[config.mk]
export PLATFORM = sky130hd
export DESIGN_NAME = serial_commanded_led_timer
export DESIGN_NICKNAME = d
export VERILOG_FILES = /design/src/rtl/slt_pkg.sv /design/src/rtl/serial_commanded_led_timer.sv
export SDC_FILE = /design/constraint.sdc
export NUM_CORES = 1
export LEC_CHECK = 0
export BUFFER_PORTS_ARGS = -buffer_cell sky130_fd_sc_hd__buf_2
export CORE_MARGIN = 2
export CORE_UTILIZATION = 39
export CTS_BUF_LIST = sky130_fd_sc_hd__clkbuf_4
export DETAILED_ROUTE_END_ITERATION = 7
export PLACE_DENSITY = 0.61
export SKIP_CTS_REPAIR_TIMING = 1
export SLEW_MARGIN = 20
export SYNTH_ARGS = -nofsm -noshare
export SYNTH_HDL_FRONTEND = slang
export SYNTH_SLANG_ARGS = --single-unit
[constraint.sdc]
create_clock -name clk -period 2.9 [get_ports clk]
set_clock_uncertainty 0.05 [all_clocks]
set_input_delay 0.145 -clock clk [delete_from_list [all_inputs] [get_ports clk]]
set_output_delay 0.145 -clock clk [all_outputs]
set_load 0.02 [all_outputs]
[src/rtl/slt_pkg.sv]
// Package: shared constants and types for the serial-commanded LED timer.
`timescale 1ns / 1ps

package slt_pkg;

	// Frame and LED geometry
	localparam int FRAME_BYTES = 2;
	localparam int LED_COUNT   = 4;
	localparam int LED_W       = 4;
	localparam int TIMER_W     = 8;
	localparam int TICK_W      = 16;
	localparam int POS_W       = 4;
	localparam int BYTE_W      = 8;

	// Prescaler reset: ticks in one second
	localparam logic [TICK_W-1:0] TPS_RESET = 16'd31250;

	// Event kinds on the input channel
	typedef enum logic {
		OP_BYTE = 1'b0,
		OP_TICK = 1'b1
	} op_t;

	// Command letters
	localparam logic [BYTE_W-1:0] CMD_LOAD_FIRST   = 8'h61; // 'a'
	localparam logic [BYTE_W-1:0] CMD_LOAD_LAST    = 8'h64; // 'd'
	localparam logic [BYTE_W-1:0] CMD_TOGGLE_FIRST = 8'h41; // 'A'
	localparam logic [BYTE_W-1:0] CMD_TOGGLE_LAST  = 8'h44; // 'D'

	typedef logic [TIMER_W-1:0] timer_t;

endpackage

[src/rtl/serial_commanded_led_timer.sv]
// Top level: serial command frames drive four LEDs, each with an off-timer in seconds.
`timescale 1ns / 1ps

// Takes one event per cycle while in_stall is low: a received byte (op 0)
// or a timer overflow tick (op 1), and returns one result per event with the
// LED outputs after it. An accepted event is held in an input register; the
// next stage updates prescaler, frame assembly, command decode and all four
// timers in parallel and loads the result register, so a new event is taken
// every cycle while not stalled, and a result is offered once it has moved
// from the input register into the result register. The output register
// decouples the sides: the block keeps taking events while a result waits,
// and stalls only when both stages are full and the result is stalled.
// Two-byte frames: a lowercase letter a-d toggles its LED and loads its
// timer from the second byte, uppercase A-D only toggles. ticks_per_second
// is written through the cfg port, which is always ready, and is meant to
// change only while idle.
module serial_commanded_led_timer (
	input  logic                         clk,
	input  logic                         arst_n,
	// event channel
	input  logic                         in_valid,
	output logic                         in_stall,
	input  logic                         op,
	input  logic [slt_pkg::BYTE_W-1:0]   rx_byte,
	// result channel
	output logic                         out_valid,
	input  logic                         out_stall,
	output logic [slt_pkg::LED_W-1:0]    led_state,
	output logic                         second_pulse,
	output logic                         frame_done,
	// ticks_per_second write
	input  logic                         cfg_valid,
	output logic                         cfg_ready,
	input  logic [slt_pkg::TICK_W-1:0]   cfg_data
);

	import slt_pkg::*;

	// Input stage
	logic              valid_s1;
	op_t               op_s1;
	logic [BYTE_W-1:0] byte_s1;

	// Result stage
	logic              valid_s2;
	logic [LED_W-1:0]  led_s2;
	logic              pulse_s2;
	logic              done_s2;

	// Block state
	logic [TICK_W-1:0] tps_q;
	logic [TICK_W-1:0] tick_q;
	logic [POS_W-1:0]  pos_q;
	logic [BYTE_W-1:0] frame_q [2];
	timer_t            timer_q [LED_COUNT];
	logic [LED_W-1:0]  led_q;

	// Next-state values
	logic [TICK_W-1:0] tick_inc;
	logic [TICK_W-1:0] tick_d;
	logic [POS_W-1:0]  pos_d;
	timer_t            timer_d [LED_COUNT];
	timer_t            timer_dec;
	logic [LED_W-1:0]  led_d;
	logic              pulse_d;
	logic              done_d;
	logic              last_byte;
	logic [BYTE_W-1:0] cmd_byte;
	logic [BYTE_W-1:0] arg_byte;
	logic              is_load;
	logic              is_toggle;
	logic [1:0]        cmd_idx;
	logic              store_wr;

	// Handshake
	logic s2_ready;
	logic adv_s1;

	assign s2_ready  = !valid_s2 || !out_stall;
	assign adv_s1    = valid_s1 && s2_ready;
	assign in_stall  = valid_s1 && !s2_ready;
	assign cfg_ready = 1'b1;

	assign out_valid    = valid_s2;
	assign led_state    = led_s2;
	assign second_pulse = pulse_s2;
	assign frame_done   = done_s2;

	// Frame bookkeeping
	assign last_byte = (pos_q == POS_W'(FRAME_BYTES - 1));
	assign store_wr  = (pos_q < POS_W'(2));
	assign cmd_byte  = frame_q[0];
	assign arg_byte  = (pos_q == POS_W'(1)) ? byte_s1 : frame_q[1];
	assign is_load   = (cmd_byte >= CMD_LOAD_FIRST) && (cmd_byte <= CMD_LOAD_LAST);
	assign is_toggle = (cmd_byte >= CMD_TOGGLE_FIRST) && (cmd_byte <= CMD_TOGGLE_LAST);
	assign cmd_idx   = is_load ? 2'(cmd_byte - CMD_LOAD_FIRST)
	                           : 2'(cmd_byte - CMD_TOGGLE_FIRST);

	// Prescaler
	assign tick_inc = tick_q + TICK_W'(1);

	// Per-event update: tick path or byte path
	always_comb begin
		tick_d  = tick_q;
		pos_d   = pos_q;
		led_d   = led_q;
		pulse_d = 1'b0;
		done_d  = 1'b0;
		timer_dec = '0;
		for (int i = 0; i < LED_COUNT; i++) begin
			timer_d[i] = timer_q[i];
		end
		case (op_s1)
			OP_TICK: begin
				if (tick_inc == tps_q) begin
					tick_d  = '0;
					pulse_d = 1'b1;
					// one second: nonzero timers count down, expiry forces LED off
					for (int i = 0; i < LED_COUNT; i++) begin
						if (timer_q[i] != '0) begin
							timer_dec  = timer_q[i] - TIMER_W'(1);
							timer_d[i] = timer_dec;
							if (timer_dec == '0) begin
								led_d[i] = 1'b0;
							end
						end
					end
				end else begin
					tick_d = tick_inc;
				end
			end
			OP_BYTE: begin
				if (last_byte) begin
					pos_d  = '0;
					done_d = 1'b1;
					if ((is_load || is_toggle) && ({1'b0, cmd_idx} < 3'(LED_COUNT))) begin
						led_d[cmd_idx] = !led_q[cmd_idx];
						if (is_load) begin
							timer_d[cmd_idx] = arg_byte;
						end
					end
				end else begin
					pos_d = pos_q + POS_W'(1);
				end
			end
			default: begin
				tick_d = tick_q;
			end
		endcase
	end

	// Input register
	always_ff @(posedge clk or negedge arst_n) begin
		if (!arst_n) begin
			valid_s1 <= 1'b0;
		end else if (!in_stall) begin
			valid_s1 <= in_valid;
		end
	end

	always_ff @(posedge clk) begin
		if (in_valid && !in_stall) begin
			op_s1   <= op_t'(op);
			byte_s1 <= rx_byte;
		end
	end

	// Result register
	always_ff @(posedge clk or negedge arst_n) begin
		if (!arst_n) begin
			valid_s2 <= 1'b0;
		end else if (s2_ready) begin
			valid_s2 <= valid_s1;
		end
	end

	always_ff @(posedge clk) begin
		if (adv_s1) begin
			led_s2   <= led_d;
			pulse_s2 <= pulse_d;
			done_s2  <= done_d;
		end
	end

	// Control state and timers
	always_ff @(posedge clk or negedge arst_n) begin
		if (!arst_n) begin
			tps_q  <= TPS_RESET;
			tick_q <= '0;
			pos_q  <= '0;
			led_q  <= '0;
			for (int i = 0; i < LED_COUNT; i++) begin
				timer_q[i] <= '0;
			end
		end else begin
			if (cfg_valid && cfg_ready) begin
				tps_q <= cfg_data;
			end
			if (adv_s1) begin
				tick_q <= tick_d;
				pos_q  <= pos_d;
				led_q  <= led_d;
				for (int i = 0; i < LED_COUNT; i++) begin
					timer_q[i] <= timer_d[i];
				end
			end
		end
	end

	// Frame byte store, first two bytes only
	always_ff @(posedge clk) begin
		if (adv_s1 && (op_s1 == OP_BYTE) && store_wr) begin
			frame_q[pos_q[0]] <= byte_s1;
		end
	end

endmodule
==> flow_metrics.env <==
export IMPL_syn2layout_area_growth_pct=25.15
export IMPL_drv_cap=0
export IMPL_synth_warnings=0
export IMPL_grt_pass1_wl_um=24040
export IMPL_layout_drive_gt1_share_pct=27.28
export IMPL_synth_top_area_share_pct=27.38
export IMPL_cts_tree="yes"
export IMPL_hp_class="primary input to register"
export IMPL_firstDrtPassIters=4
export IMPL_die_y_um=129.3
export IMPL_fin_tns_setup_ns=-0.8767
export IMPL_dp_hpwl_um=10680
export IMPL_tightest_slew_ns=0.9756
export IMPL_synth_nets=661
export IMPL_cp_start_kind="register"
export IMPL_end_kind="register"
export IMPL_cts_root_buf="clkbuf_4"
export IMPL_die_area_um2=16720
export IMPL_worst_setup_hold_path_clk_slew_ns=0.17
export IMPL_drt_iter0_drc=315
export IMPL_start_util_pct=40.13
export IMPL_cts_buffers_inserted=9
export IMPL_ys_top_cells_by_area="dfrtp_1, edfxtp_1, mux2_2"
export IMPL_synth_edf_count=31
export IMPL_remaining_drc_errors=0
export IMPL_gp_congestion=0.8664
export IMPL_outcome="finished with violations"
export IMPL_ys_seq_area_share_pct=45.59
export IMPL_top_layer="met4"
export IMPL_wl_um=15600
export IMPL_rsz0062_at_grt="true"
export IMPL_final_max_slew_viol_count=0
export IMPL_finalCritPeriodShare_pct=104.8
export IMPL_stdcell_count=956
export IMPL_violations="setup timing"
export IMPL_power_density_nw_per_um2=462.9
export IMPL_peakVddDrop_mv=0.4433
export IMPL_routed_wl_met2_um=7950
export IMPL_synth_top_cell_by_area="dfrtp_1"
export IMPL_grt_ovfl_total=0
export IMPL_synthCells=613
export IMPL_finalCriticalPeriod_ns=3.039
export IMPL_synth_ff_type="dfrtp_1"
export IMPL_met3_length_um=523
export IMPL_detail_route_vias_per_cell=5.391
export IMPL_hold_viol=0
export IMPL_grt_pass1_vias=4837
export IMPL_fin_util_pct=50.23
export IMPL_leakage_nw=3.283
export IMPL_fmax_mhz=329.1
export IMPL_slew_headroom_pct=34.96
export IMPL_crit_arrival_ns=3.23
export IMPL_via_count=5154
export IMPL_htreeDepth=3
export IMPL_coreArea_um2=15260
export IMPL_cts_sinks=105
export IMPL_rows=45
export IMPL_ios=39
export IMPL_critical_path_peak_fanout=5
export IMPL_dp_slack_ns=-0.1387
export IMPL_fin_ws_ns=-0.1387
export IMPL_wl_met1_um=6901
export IMPL_detail_route_antenna_nets=0
export IMPL_synth_seq_cells=105
export IMPL_clock_path_buffers=2
export IMPL_holdWs_ns=0.1066
export IMPL_grt_util_all_layers_pct=18.34
export IMPL_worstSetupPathType="register to register"
export IMPL_nets=787
export IMPL_setup_viol=23
export IMPL_placedCellCount=900
export IMPL_clkLatencyLatePin_ns=0.51
export IMPL_ys_types=76
export IMPL_wire_per_inst_um=16.32
export IMPL_synthArstFlopShare_pct=70.48
export IMPL_netlist_area_um2=6123
export IMPL_syn_avg_cell_area_um2=9.989
export IMPL_die_w_um=129.3
export IMPL_portBuffers=37
export IMPL_grt_start_max_net_pins=75
export IMPL_antenna_found_initial=1
export IMPL_crit_required_ns=3.09
-- cell type report --
class	count	area, um^2
clock inverters	7	77.57
well taps	211	264.0
diodes	1	2.502
repair buffers	144	1080
multi-input cells	460	3306
flip-flops and latches	105	2795
inverters	19	71.32
fillers	1398	7595
clock buffers	9	67.56
-- layout by cell type (no fill, tap or decap), types with 5 or more instances in the layout --
cell,count
o21ai_1,7
dlygate4sd3_1,29
ha_1,17
and2_1,5
nand2b_1,10
dfstp_2,7
xnor2_1,21
nor3_1,32
and3_1,8
a21oi_1,15
mux2_2,22
dfrtp_1,64
o22ai_1,6
a31oi_1,7
nor2_1,34
a22oi_1,5
buf_2,37
buf_6,5
clkbuf_4,9
nor4_1,7
o21a_1,12
xor2_1,11
nand3_1,21
buf_4,73
mux2i_1,18
nor4_4,5
edfxtp_1,31
nor2b_1,8
inv_1,18
o21ai_0,25
nand2_1,58
nand4_1,7
-- power breakdown --
| part | switching (W) | total, W | leakage [nW] | internal [W] |
|---|---|---|---|---|
| sequential | 0.000115 | 0.00178 | 1.21 | 0.00166 |
| combinational | 0.000530 | 0.000970 | 2.00 | 0.000440 |
| clock | 0.000528 | 0.000798 | 0.0721 | 0.000270 |
-- worst max-delay path, stage by stage, from the launching register on --
cell      delay, ns
dfrtp_2        0.46
ha_4           0.17
nand4_1        0.12
or3_4          0.40
or4_4          0.49
and4_4         0.19
or2_4          0.24
or3_4          0.34
o211ai_1       0.21
o21ai_1        0.10
-- through the flow --
stage	power, W	cell area (um^2)
5_1_grt	0.003726	7664
2_1_floorplan	0.002329	6141
4_1_cts	0.003467	7113
3_3_place_gp	0.002643	6968
3_5_place_dp	0.002668	6968
6_report	0.003548	7664
-- metal layers --
layer | track usage, % | up-vias
li1 | - | 2506
met1 | 22.80 | 2532
met2 | 31.70 | 100
met3 | 4.294 | 16
met4 | 5.627 | 0
met5 | 0 | -
-- flip-flops by register name, summed over array words and instances, names as in the netlist --
register / count
byte_s1: 8
frame_done: 1
frame_q: 16
led_q: 4
led_state: 4
op_s1: 1
out_valid: 1
pos_q: 4
second_pulse: 1
tick_q: 16
timer_q: 32
tps_q: 16
valid_s1: 1
-- cell families after synthesis --
family,share of synthesized area (%)
buffers and inverters,3.371
adder cells (fa/ha/maj),3.678
XOR/XNOR,4.720
multiplexers,6.988
AND/OR/NAND/NOR,22.19
other,0.06124
flip-flops,45.59
AO/OA/AOI/OAI,13.40
-- cells in the mapped netlist (4+ instances only) --
master,number
nor3_1,36
o211ai_1,4
mux2_2,22
or3_1,5
buf_1,4
o31ai_1,4
a22oi_1,5
nand2_1,60
o22ai_1,6
xnor2_1,22
nor2_1,36
dfrtp_1,67
o21ai_0,34
nand3_1,22
nand4_1,7
and3_1,9
ha_1,18
a21o_1,4
edfxtp_1,31
nor4_1,11
mux2i_1,18
nand2b_1,10
nor2b_1,8
a31oi_1,7
xor2_1,11
clkbuf_1,11
o21a_1,12
nand4b_1,4
a21oi_1,16
and2_1,5
dfstp_2,7
buf_2,11
inv_1,18
-- path summary, 6_finish.rpt --
| kind | from | to | slack (ns) | cells after the start |
|---|---|---|---|---|
| max in group asynchronous | arst_n | tick_q[7] | 1.87 | 2 |
| min in group asynchronous | arst_n | tps_q[5] | 0.27 | 2 |
| max | tick_q[1] | led_state[1] | -0.14 | 9 |
| min | cfg_valid | tps_q[2] | 0.11 | 2 |
| max reg2reg | tick_q[1] | led_state[1] | -0.14 | 9 |
| min reg2reg | byte_s1[1] | frame_q[0][1] | 0.44 | 0 |
Power figures use the tool's default switching activity.
